==> config.mk <==
export PLATFORM = sky130hd
export DESIGN_NAME = priority_run_queue
export DESIGN_NICKNAME = d
export VERILOG_FILES = /design/src/rtl/prq_pkg.sv /design/src/rtl/priority_run_queue.sv
export VERILOG_INCLUDE_DIRS = /design/src /design/src/rtl
export SDC_FILE = /design/constraint.sdc
export NUM_CORES = 1
export LEC_CHECK = 0
export ABC_AREA = 1
export ABC_CLOCK_PERIOD_IN_PS = 5500
export BUFFER_PORTS_ARGS = -buffer_cell sky130_fd_sc_hd__clkbuf_2
export CORE_AREA = 2 2 247 249
export CTS_CLUSTER_SIZE = 24
export DETAILED_ROUTE_END_ITERATION = 8
export DIE_AREA = 0 0 249 251
export PLACE_DENSITY = 0.76
export SLEW_MARGIN = 10
export SYNTH_ARGS = -nofsm -noshare
export SYNTH_HDL_FRONTEND = slang
export SYNTH_SLANG_ARGS = --single-unit
==> constraint.sdc <==
create_clock -name clk -period 5.5 [get_ports clk]
set_input_delay 0.275 -clock clk [delete_from_list [all_inputs] [get_ports clk]]
set_output_delay 0.275 -clock clk [all_outputs]
set_load 0.1 [all_outputs]
==> src/rtl/priority_run_queue_defines.svh <==
// Assertion macros used by the run queue RTL.
`ifndef PRIORITY_RUN_QUEUE_DEFINES_SVH
`define PRIORITY_RUN_QUEUE_DEFINES_SVH

// Same-cycle implication, checked outside reset.
`define PRQ_ASSERT_IMP(label, clk, rst, ante, cons, msg) \
  label: assert property (@(posedge clk) disable iff (rst) (ante) |-> (cons)) \
    else $error(msg);

// Next-cycle implication, checked outside reset.
`define PRQ_ASSERT_NEXT(label, clk, rst, ante, cons, msg) \
  label: assert property (@(posedge clk) disable iff (rst) (ante) |=> (cons)) \
    else $error(msg);

`endif

==> src/rtl/prq_pkg.sv <==
// Opcode type shared by the run queue and its users.
`default_nettype none

package prq_pkg;

  typedef enum logic [1:0] {
    OP_READY = 2'd0,
    OP_PICK  = 2'd1,
    OP_STOP  = 2'd2,
    OP_NONE  = 2'd3
  } op_t;

endpackage

`default_nettype wire

==> src/rtl/priority_run_queue.sv <==
// Multilevel priority FIFO run queue with a linked-list walker.
//
// Usage: drive opcode and its fields with start high; the transaction is
// taken at a rising edge where start is high and busy is low. Exactly one
// result per transaction appears on the result ports with done high for
// one cycle; the receiver cannot stall it and must take it then.
// Sequence: set stop or an unused opcode goes straight to the report
//   state; make ready checks the queued mark and links the slot behind
//   the level's tail when the level already holds slots; pick visits
//   levels in order and examines each list slot with one read of the
//   link/stop memories until a runnable slot is granted or none is.
// The list walk through the link memory sets the pick time; a new
// transaction can be taken in the cycle done is high.
// Reset: a clearing pass over all SLOTS slots zeroes the stop flags and
// queued marks; busy stays high during it. Level heads and tails reset to
// empty, the ready count to zero and the best-level hint to LEVELS.
`default_nettype none
`include "priority_run_queue_defines.svh"

module priority_run_queue #(
  parameter int LEVELS = 8,
  parameter int SLOTS  = 64
) (
  input  logic                        clk,
  input  logic                        rst,
  input  logic                        start,
  output logic                        busy,
  input  prq_pkg::op_t                opcode,
  input  logic [$clog2(SLOTS)-1:0]    proc_slot,
  input  logic [$clog2(LEVELS)-1:0]   priority_req,
  input  logic                        stop_value,
  input  logic [$clog2(LEVELS)-1:0]   current_priority,
  input  logic                        current_valid,
  output logic                        done,
  output logic                        granted,
  output logic [$clog2(SLOTS)-1:0]    granted_slot,
  output logic [$clog2(LEVELS)-1:0]   granted_level,
  output logic [$clog2(SLOTS+1)-1:0]  ready_count,
  output logic                        any_ready,
  output logic                        any_higher
);
  import prq_pkg::*;

  localparam int IW = (SLOTS > 1) ? $clog2(SLOTS) : 1;
  localparam int LW = $clog2(SLOTS + 1);
  localparam int VW = (LEVELS > 1) ? $clog2(LEVELS) : 1;
  localparam int HW = $clog2(LEVELS + 1);
  localparam int CW = $clog2(SLOTS + 1);
  localparam logic [LW-1:0] NIL      = LW'(SLOTS);
  localparam logic [HW-1:0] LEV_NONE = HW'(LEVELS);
  localparam logic [IW-1:0] CLR_LAST = IW'(SLOTS - 1);

  typedef enum logic [2:0] {
    S_CLEAR,
    S_IDLE,
    S_MR_CHK,
    S_MR_LINK,
    S_PK_LVL,
    S_PK_CHK,
    S_REPORT
  } state_t;

  state_t        state;
  logic [LW-1:0] level_head [LEVELS];
  logic [LW-1:0] level_tail [LEVELS];
  logic [CW-1:0] count;
  logic [HW-1:0] hint;
  logic [HW-1:0] lvl;
  logic [IW-1:0] slot;
  logic [LW-1:0] cur;
  logic [LW-1:0] prev;
  logic          grant;
  logic [VW-1:0] run_pri;
  logic          run_valid;
  logic [IW-1:0] clr;

  // Per-slot memories
  logic [LW-1:0] link_mem [SLOTS];
  logic          stop_mem [SLOTS];
  logic          inq_mem  [SLOTS];
  logic [LW-1:0] link_rd;
  logic          stop_rd;
  logic          inq_rd;

  logic [IW-1:0] rd_addr;
  logic          link_we;
  logic [IW-1:0] link_wa;
  logic [LW-1:0] link_wd;
  logic          stop_we;
  logic [IW-1:0] stop_wa;
  logic          stop_wd;
  logic          inq_we;
  logic [IW-1:0] inq_wa;
  logic          inq_wd;

  logic          accept;
  logic          slot_ok;
  logic          lvl_ok;
  logic [VW-1:0] lvl_idx;
  logic [LW-1:0] slot_link;

  assign busy      = (state != S_IDLE);
  assign accept    = start && !busy;
  assign slot_ok   = (32'(proc_slot) < SLOTS);
  assign lvl_ok    = (32'(priority_req) < LEVELS);
  assign lvl_idx   = lvl[VW-1:0];
  assign slot_link = LW'(slot);

  // Select memory read address and write ports per state
  always_comb begin
    rd_addr = IW'(proc_slot);
    link_we = 1'b0;
    link_wa = slot;
    link_wd = NIL;
    stop_we = 1'b0;
    stop_wa = clr;
    stop_wd = 1'b0;
    inq_we  = 1'b0;
    inq_wa  = clr;
    inq_wd  = 1'b0;
    case (state)
      S_CLEAR: begin
        stop_we = 1'b1;
        inq_we  = 1'b1;
      end
      S_IDLE: begin
        if (accept && opcode == OP_STOP && slot_ok) begin
          stop_we = 1'b1;
          stop_wa = IW'(proc_slot);
          stop_wd = stop_value;
        end
      end
      S_MR_CHK: begin
        if (!inq_rd) begin
          link_we = 1'b1;
          inq_we  = 1'b1;
          inq_wa  = slot;
          inq_wd  = 1'b1;
        end
      end
      S_MR_LINK: begin
        link_we = 1'b1;
        link_wa = prev[IW-1:0];
        link_wd = slot_link;
      end
      S_PK_LVL: begin
        rd_addr = level_head[lvl_idx][IW-1:0];
      end
      S_PK_CHK: begin
        rd_addr = link_rd[IW-1:0];
        if (!stop_rd) begin
          inq_we  = 1'b1;
          inq_wa  = cur[IW-1:0];
          link_we = (prev != NIL);
          link_wa = prev[IW-1:0];
          link_wd = link_rd;
        end
      end
      default: begin
      end
    endcase
  end

  // Link memory: one write, one registered read
  always_ff @(posedge clk) begin
    if (link_we) link_mem[link_wa] <= link_wd;
    link_rd <= link_mem[rd_addr];
  end

  // Stop flag memory
  always_ff @(posedge clk) begin
    if (stop_we) stop_mem[stop_wa] <= stop_wd;
    stop_rd <= stop_mem[rd_addr];
  end

  // Queued mark memory
  always_ff @(posedge clk) begin
    if (inq_we) inq_mem[inq_wa] <= inq_wd;
    inq_rd <= inq_mem[rd_addr];
  end

  // Sequencer, list registers and result registers
  always_ff @(posedge clk) begin
    if (rst) begin
      state <= S_CLEAR;
      clr   <= '0;
      count <= '0;
      hint  <= LEV_NONE;
      done  <= 1'b0;
      for (int i = 0; i < LEVELS; i++) begin
        level_head[i] <= NIL;
        level_tail[i] <= NIL;
      end
    end else begin
      done <= 1'b0;
      case (state)
        S_CLEAR: begin
          clr <= clr + 1'b1;
          if (clr == CLR_LAST) state <= S_IDLE;
        end
        S_IDLE: begin
          if (accept) begin
            grant     <= 1'b0;
            run_pri   <= current_priority;
            run_valid <= current_valid;
            slot      <= IW'(proc_slot);
            lvl       <= (opcode == OP_PICK) ? '0 : HW'(priority_req);
            case (opcode)
              OP_READY: state <= (slot_ok && lvl_ok) ? S_MR_CHK : S_REPORT;
              OP_PICK:  state <= S_PK_LVL;
              default:  state <= S_REPORT;
            endcase
          end
        end
        S_MR_CHK: begin
          // Drop a slot that is already queued
          if (inq_rd) begin
            state <= S_REPORT;
          end else begin
            count <= count + 1'b1;
            if (lvl < hint) hint <= lvl;
            level_tail[lvl_idx] <= slot_link;
            if (level_tail[lvl_idx] != NIL) begin
              prev  <= level_tail[lvl_idx];
              state <= S_MR_LINK;
            end else begin
              level_head[lvl_idx] <= slot_link;
              state               <= S_REPORT;
            end
          end
        end
        S_MR_LINK: begin
          state <= S_REPORT;
        end
        S_PK_LVL: begin
          // Advance past empty levels; give up after the last one
          if (lvl == LEV_NONE) begin
            hint  <= LEV_NONE;
            state <= S_REPORT;
          end else if (level_head[lvl_idx] == NIL) begin
            lvl <= lvl + 1'b1;
          end else begin
            cur   <= level_head[lvl_idx];
            prev  <= NIL;
            state <= S_PK_CHK;
          end
        end
        S_PK_CHK: begin
          if (!stop_rd) begin
            // Unlink the first runnable slot
            grant <= 1'b1;
            count <= count - 1'b1;
            if (prev == NIL) level_head[lvl_idx] <= link_rd;
            if (link_rd == NIL) begin
              level_tail[lvl_idx] <= prev;
              hint                <= HW'(lvl + 1'b1);
            end else begin
              hint <= lvl;
            end
            state <= S_REPORT;
          end else begin
            // Walk past a stopped slot
            prev <= cur;
            cur  <= link_rd;
            if (link_rd == NIL) begin
              lvl   <= lvl + 1'b1;
              state <= S_PK_LVL;
            end
          end
        end
        S_REPORT: begin
          done          <= 1'b1;
          granted       <= grant;
          granted_slot  <= grant ? cur[IW-1:0] : '0;
          granted_level <= grant ? lvl[VW-1:0] : '0;
          ready_count   <= count;
          any_ready     <= (count != '0);
          any_higher    <= run_valid && (count != '0) && (32'(hint) < 32'(run_pri));
          state         <= S_IDLE;
        end
        default: state <= S_IDLE;
      endcase
    end
  end

  `PRQ_ASSERT_IMP(a_done_idle, clk, rst, done, !busy, "result strobe while busy")
  `PRQ_ASSERT_NEXT(a_accept_busy, clk, rst, accept, busy, "accepted transaction not in work")
  `PRQ_ASSERT_IMP(a_nogrant_zero, clk, rst, done && !granted,
                  granted_slot == '0 && granted_level == '0,
                  "ungranted result carries a slot")
  `PRQ_ASSERT_IMP(a_count_bound, clk, rst, 1'b1, count <= CW'(SLOTS), "ready count exceeds slot count")

endmodule

`default_nettype wire
After elaboration in Yosys (flattened, before gate mapping)
Memory sizes are Yosys's and may differ from the RTL's. A register that Yosys moved wholly into a read port is not among the register bits.
Index checks and enable logic that the tools add are counted.
Word-level totals
  register bits: 69
  memory bits (writable): 688
  input port bits: 19
  output and inout bits: 21
  word-level logic and storage cells: 179
  memories kept: 5
Cells by class
  add/subtract/negate cells: 4
  magnitude comparators: 2
  eq/ne operators: 29
  muxes and demuxes: 94
  bitwise gates (word level): 3
  reduce and logical (&&, ||, !) cells: 24
Memories
  link_mem: depth 64, width 7, rd ports 1, clocked after Yosys merged registers in 1, write ports 1, RTL line priority_run_queue.sv:78  | logic [LW-1:0] link_mem [SLOTS];
  inq_mem: depth 64, width 1, rd ports 1, clocked after Yosys merged registers in 1, write ports 1, RTL line priority_run_queue.sv:80  | logic inq_mem [SLOTS];
  stop_mem: depth 64, width 1, rd ports 1, clocked after Yosys merged registers in 1, write ports 1, RTL line priority_run_queue.sv:79  | logic stop_mem [SLOTS];
  level_head: depth 8, width 7, rd ports 1, clocked after Yosys merged registers in 1, write ports 8, RTL line priority_run_queue.sv:64  | logic [LW-1:0] level_head [LEVELS];
  level_tail: depth 8, width 7, rd ports 1, clocked after Yosys merged registers in 1, write ports 8, RTL line priority_run_queue.sv:65  | logic [LW-1:0] level_tail [LEVELS];
Operator list (number)
  $mux W7: 15
  $pmux W7 S2: 3
  $mux W3: 13
  $mux W1: 37
  $mux W4: 9
  $pmux W6 S2: 3
  $mux W6: 5
  $pmux W4 S3: 2
  $ne A2 B2 Y1 const B: 11
  $eq A7 B7 Y1 const B: 3
  $pmux W7 S3: 1
  $pmux W3 S6: 1
  $ne A7 B7 Y1 const B: 2
  $reduce_or A7 Y1: 2
  $reduce_and A5 Y1: 2
  $eq A3 B3 Y1 const B: 3
  $reduce_and A4 Y1: 2
  $add A7 B1 Y7 const B: 1
  $reduce_and A7 Y1: 1
  $reduce_bool A7 Y1: 1
  $sub A7 B1 Y7 const B: 1
  $add A6 B1 Y6 const B: 1
  $eq A3 B2 Y1 const B: 2
  $eq A6 B6 Y1 const B: 1
  other kinds (23): 34

Logic depth before layout (Yosys ltp)
  depth after elaboration: 9
  depth in mapped cells: 17
  mapped depth without buffers: 16

Least setup slack after synthesis
No wires, ideal clock.
  path type: reg-to-reg
  start point: reg state[1]
  end point: mem link_mem[56][0] (netlist name) (enable)
  library setup time: 390 ps
  data arrival time: 3648 ps
  required time: 5110 ps
  setup slack: 1462 ps
  stages on the path, launching flop included: 11
  path buffers: 0
  period minus slack after synthesis: 4038 ps
  path through: dfxtp_1 inv_1 nor2_1 inv_1 nor2_1 inv_1 nor2_2 clkinv_1 o211ai_1 nand3_2 nor4_1
Between the ends
  word-level cells in the longest chain between the ends: 4
  elaborated cells on any way between the ends: 7
  classes of those cells: eq/ne (3); mux (4)
RTL lines
  start, declared: RTL line priority_run_queue.sv:63  | state_t state;
  start signal, assigned: RTL line priority_run_queue.sv:209  | OP_READY: state <= (slot_ok && lvl_ok) ? S_MR_CHK : S_REPORT;
  $eq A3 B3 Y1 / $eq A3 B2 Y1 (equally long branches): RTL line priority_run_queue.sv:121  | case (state)
  $pmux W1 S3: RTL line priority_run_queue.sv:121
  $mux W1: RTL line priority_run_queue.sv:166  | if (link_we) link_mem[link_wa] <= link_wd;
  $mux W1 (implied by the code): RTL line priority_run_queue.sv:166
  end, declared: RTL line priority_run_queue.sv:78
Parallel ways exist; a longest one is shown, timed or not.

Worst setup path after layout
  start point: reg state[2]
  end point: mem link_mem[25][4] (netlist name) (enable)
The elaborated chain is that of the path after synthesis.

==> flow_metrics.tcl <==
set metrics [dict create \
    final_area_mm2 0.0392 \
    max_cap_violations 0 \
    nets 3564 \
    period_minus_slack_ns 4.06 \
    synth_area_mm2 0.0356 \
    crit_chain "nand2_2, nor2_2, inv_2, nor2_2, inv_2, nand2_1, nand2_1, o21a_1, inv_1, nand3_1, nor2_1" \
    clock-root-buffer "clkbuf_16" \
    gp_congestion 0.940 \
    ctsHoldBuffers 11 \
    nFillCells 4531 \
    rows 90 \
    cts_max_level 3 \
    fin_tns_setup_ns 0 \
    multi_input_area_mm2 0.0102 \
    hold_path.class "primary input to flip-flop" \
    first_iter_violations 3763 \
    dp_cells 4222 \
    postCtsSetupRepairBufs 0 \
    critPathSlowestCell "nor2_1" \
    grt_use_total_pct 29.5 \
    crit_buf_inv 3 \
    fmax_ghz 0.246 \
    worstSetupPathType "flip-flop to flip-flop" \
    synth_edf_count 736 \
    powerDensity_mw_per_mm2 312 \
    ioPinCount 40 \
    dp_hpwl_um 55600 \
    final.setup_skew_ns 0.0295 \
    final_cells 4375 \
    end_kind "flip-flop" \
    setup_viol 0 \
    rsz0062_at_grt "no" \
    core_area_mm2 0.0598 \
    peakVddDrop_v 0.000286 \
    met1_usage_pct 40.5 \
    met2_usage_pct 46.7 \
    synth_nets 3565 \
    final_util_pct 65.5 \
    syn_area_per_cell_um2 10.1 \
    dpl-instance-area_mm2 0.0365 \
    cts.repair.resized 0 \
    cts_tree "built" \
    synthFlopType "edfxtp_1" \
    cts_inserted_buffers 78 \
    firstDrtPassIters 6 \
    worstPathArrival_ns 4.29 \
    holdWs_ns 0.0999 \
    relSlewSlack_pct 12.1 \
    cts.sinks 769 \
    crit_required_ns 5.74 \
    synth_warnings 0 \
    grt_max_degree 235 \
    synth-seq-cells 769 \
    via_count 26000 \
    clock_path_buffers 3 \
    die_w_um 249 \
    clk_latency_ns 0.63 \
    path_clk_slew_ns 0.06 \
    worstMarginPinSlew_ns 1.32 \
    crit_path_max_incr_delay_ns 0.77 \
    port_buffers 39 \
    ant_nets 0 \
    initial_utilization_pct 59.5 \
    die_y_um 251 \
    area_growth_pct 10.2 \
    fin_crit_sh_pct 73.8 \
    synthArstFlopShare_pct 0 \
    crit_fanout 15 \
    run_status "complete, no violations" \
    cp-start-kind "flip-flop" \
    antenna_cells 0 \
    die_area_mm2 0.0625 \
    wl_per_cell_um 21.1 \
    met3_usage_pct 5.21 \
    finalWirelength_um 92100 \
    grt_pass1_wl_um 143000 \
    drc 0 \
    busiest_layer "met2" \
    grt_pass1_vias 24600 \
    regArea_mm2 0.0228 \
    hold_viol 0 \
    antenna_found_initial 0 \
    leakagePower_nw 15.5 \
    critPathTopFamily "simple AND/OR/NAND/NOR gates" \
    yosysSeqAreaShare_pct 64.0 \
    synthCells 3532 \
    yosysUniqueCellTypes 50 \
    slew_violations 0 \
    drive_above_1_share_pct 7.63 \
    overflow 0 \
    vias_per_cell 5.93 \
]
[state kept, by name (all words and copies together) (netlist names), 3 cells and up, named ones only]
register / count
clr: 6
count: 7
cur: 7
granted_level: 3
granted_slot: 6
hint: 4
inq_mem: 64
level_head: 56
level_tail: 56
link_mem: 448
link_rd: 7
lvl: 4
prev: 7
ready_count: 7
run_pri: 3
slot: 6
state: 3
stop_mem: 64
[power breakdown]
group / leakage, nW / switching [mW] / internal [mW] / total (mW)
clock: 1.23 / 2.23 / 3.05 / 5.28
sequential: 6.41 / 0.0322 / 6.37 / 6.40
combinational: 7.86 / 0.387 / 0.143 / 0.529
total: 15.5 / 2.64 / 9.56 / 12.2
[tightest hold or removal path: cells and delay by family]
family / cells / cell delay, ns
simple gates: 2 / 0.21
buf+inv: 1 / 0.12
[cell usage after synthesis, types with 2 or more instances]
library cell	n	area share, %
nor2_4	3	0.095
clkinv_1	6	0.063
buf_2	74	1.0
nand3_2	2	0.056
nand2_2	8	0.14
nand3_1	634	8.9
a21boi_0	2	0.042
nand2_4	2	0.063
o211ai_1	11	0.23
and2_1	2	0.035
nor4_1	11	0.19
nand2_1	585	6.2
o21ai_4	2	0.091
ha_1	13	0.46
edfxtp_1	736	62
o21ai_1	9	0.13
nor2_1	381	4.0
o21a_1	6	0.13
a21oi_1	35	0.49
nor2_2	9	0.16
o221ai_1	13	0.32
inv_1	486	5.1
o21bai_1	2	0.042
o22ai_1	22	0.39
o21ai_2	10	0.25
o21ai_0	81	1.1
nor3_1	23	0.32
dfxtp_1	33	1.9
clkbuf_1	67	0.71
buf_1	31	0.33
inv_2	20	0.21
nor3_2	4	0.11
buf_4	4	0.084
nand4_1	4	0.070
nand3b_1	182	3.8
xor2_1	4	0.099
a211oi_1	2	0.042
[routing by layer]
| metal | routed length [um] | up-vias |
|---|---|---|
| met3 | 9370 | 240 |
| met4 | 3760 | 0 |
| met1 | 36000 | 12300 |
| met5 | 0 | - |
| met2 | 43000 | 1478 |
| li1 | - | 11900 |
[final cells by class]
| cell class | count | share of cell area [%] |
|---|---|---|
| inverters | 513 | 4.93 |
| flip-flops and latches | 769 | 58.1 |
| clock buffers | 97 | 5.27 |
| well taps | 782 | 2.50 |
| repair buffers | 96 | 1.88 |
| multi-input cells | 2073 | 26.1 |
| clock inverters | 45 | 1.18 |
[cells by family (layout without fill, tap and decap cells)]
logic type	after synthesis	count (layout)	share of synthesized area, %
AND/OR/NAND/NOR	1855	1855	24.4
flip-flops	769	769	64.0
buffers and inverters	690	751	7.61
AO/OA/AOI/OAI	199	199	3.38
adder cells (fa/ha/maj)	14	14	0.514
XOR/XNOR	5	5	0.123
[layout by cell type, fill, tap and decap left out, types with 6 or more instances in the layout]
cell,instances
edfxtp_1,736
nand3_1,633
nand2_1,584
inv_1,486
nor2_1,380
nand3b_1,182
o21ai_0,81
clkbuf_16,80
clkbuf_2,39
buf_4,39
a21oi_1,35
dfxtp_1,32
nor3_1,22
inv_2,19
clkinv_1,18
clkbuf_1,17
o22ai_1,16
clkinv_2,16
o221ai_1,13
ha_1,13
o211ai_1,11
nor4_1,11
dlygate4sd3_1,11
o21ai_2,10
o21ai_1,9
nor2_2,8
bufinv_16,8
nand2_2,7
buf_12,7
o22ai_4,6
o21a_1,6
[stage by stage]
stage | power (mW) | worst slack [ns]
2_1_floorplan | 6.85 | 1.46
3_5_place_dp | 7.04 | 1.60
5_1_grt | 12.5 | 1.13
4_1_cts | 12.2 | 1.57
6_report | 12.2 | 1.44
3_3_place_gp | 7.03 | 1.65
[path summary, 6_finish.rpt]
| path | slack [ns] | endpoint | startpoint | cells past startpoint |
|---|---|---|---|---|
| setup / recovery | 1.44 | link_mem[25][4]$_DFFE_PP_ | state[2]$_SDFFE_PP0P_ | 11 |
| hold / removal | 0.1 | lvl[1]$_DFFE_PN_ | priority_req[1] | 3 |
| setup reg to reg | 1.44 | link_mem[25][4]$_DFFE_PP_ | state[2]$_SDFFE_PP0P_ | 11 |
| hold reg to reg | 0.47 | ready_count[6]$_DFFE_PP_ | count[6]$_SDFFE_PP0P_ | 0 |
(Power assumes the default switching activity.)
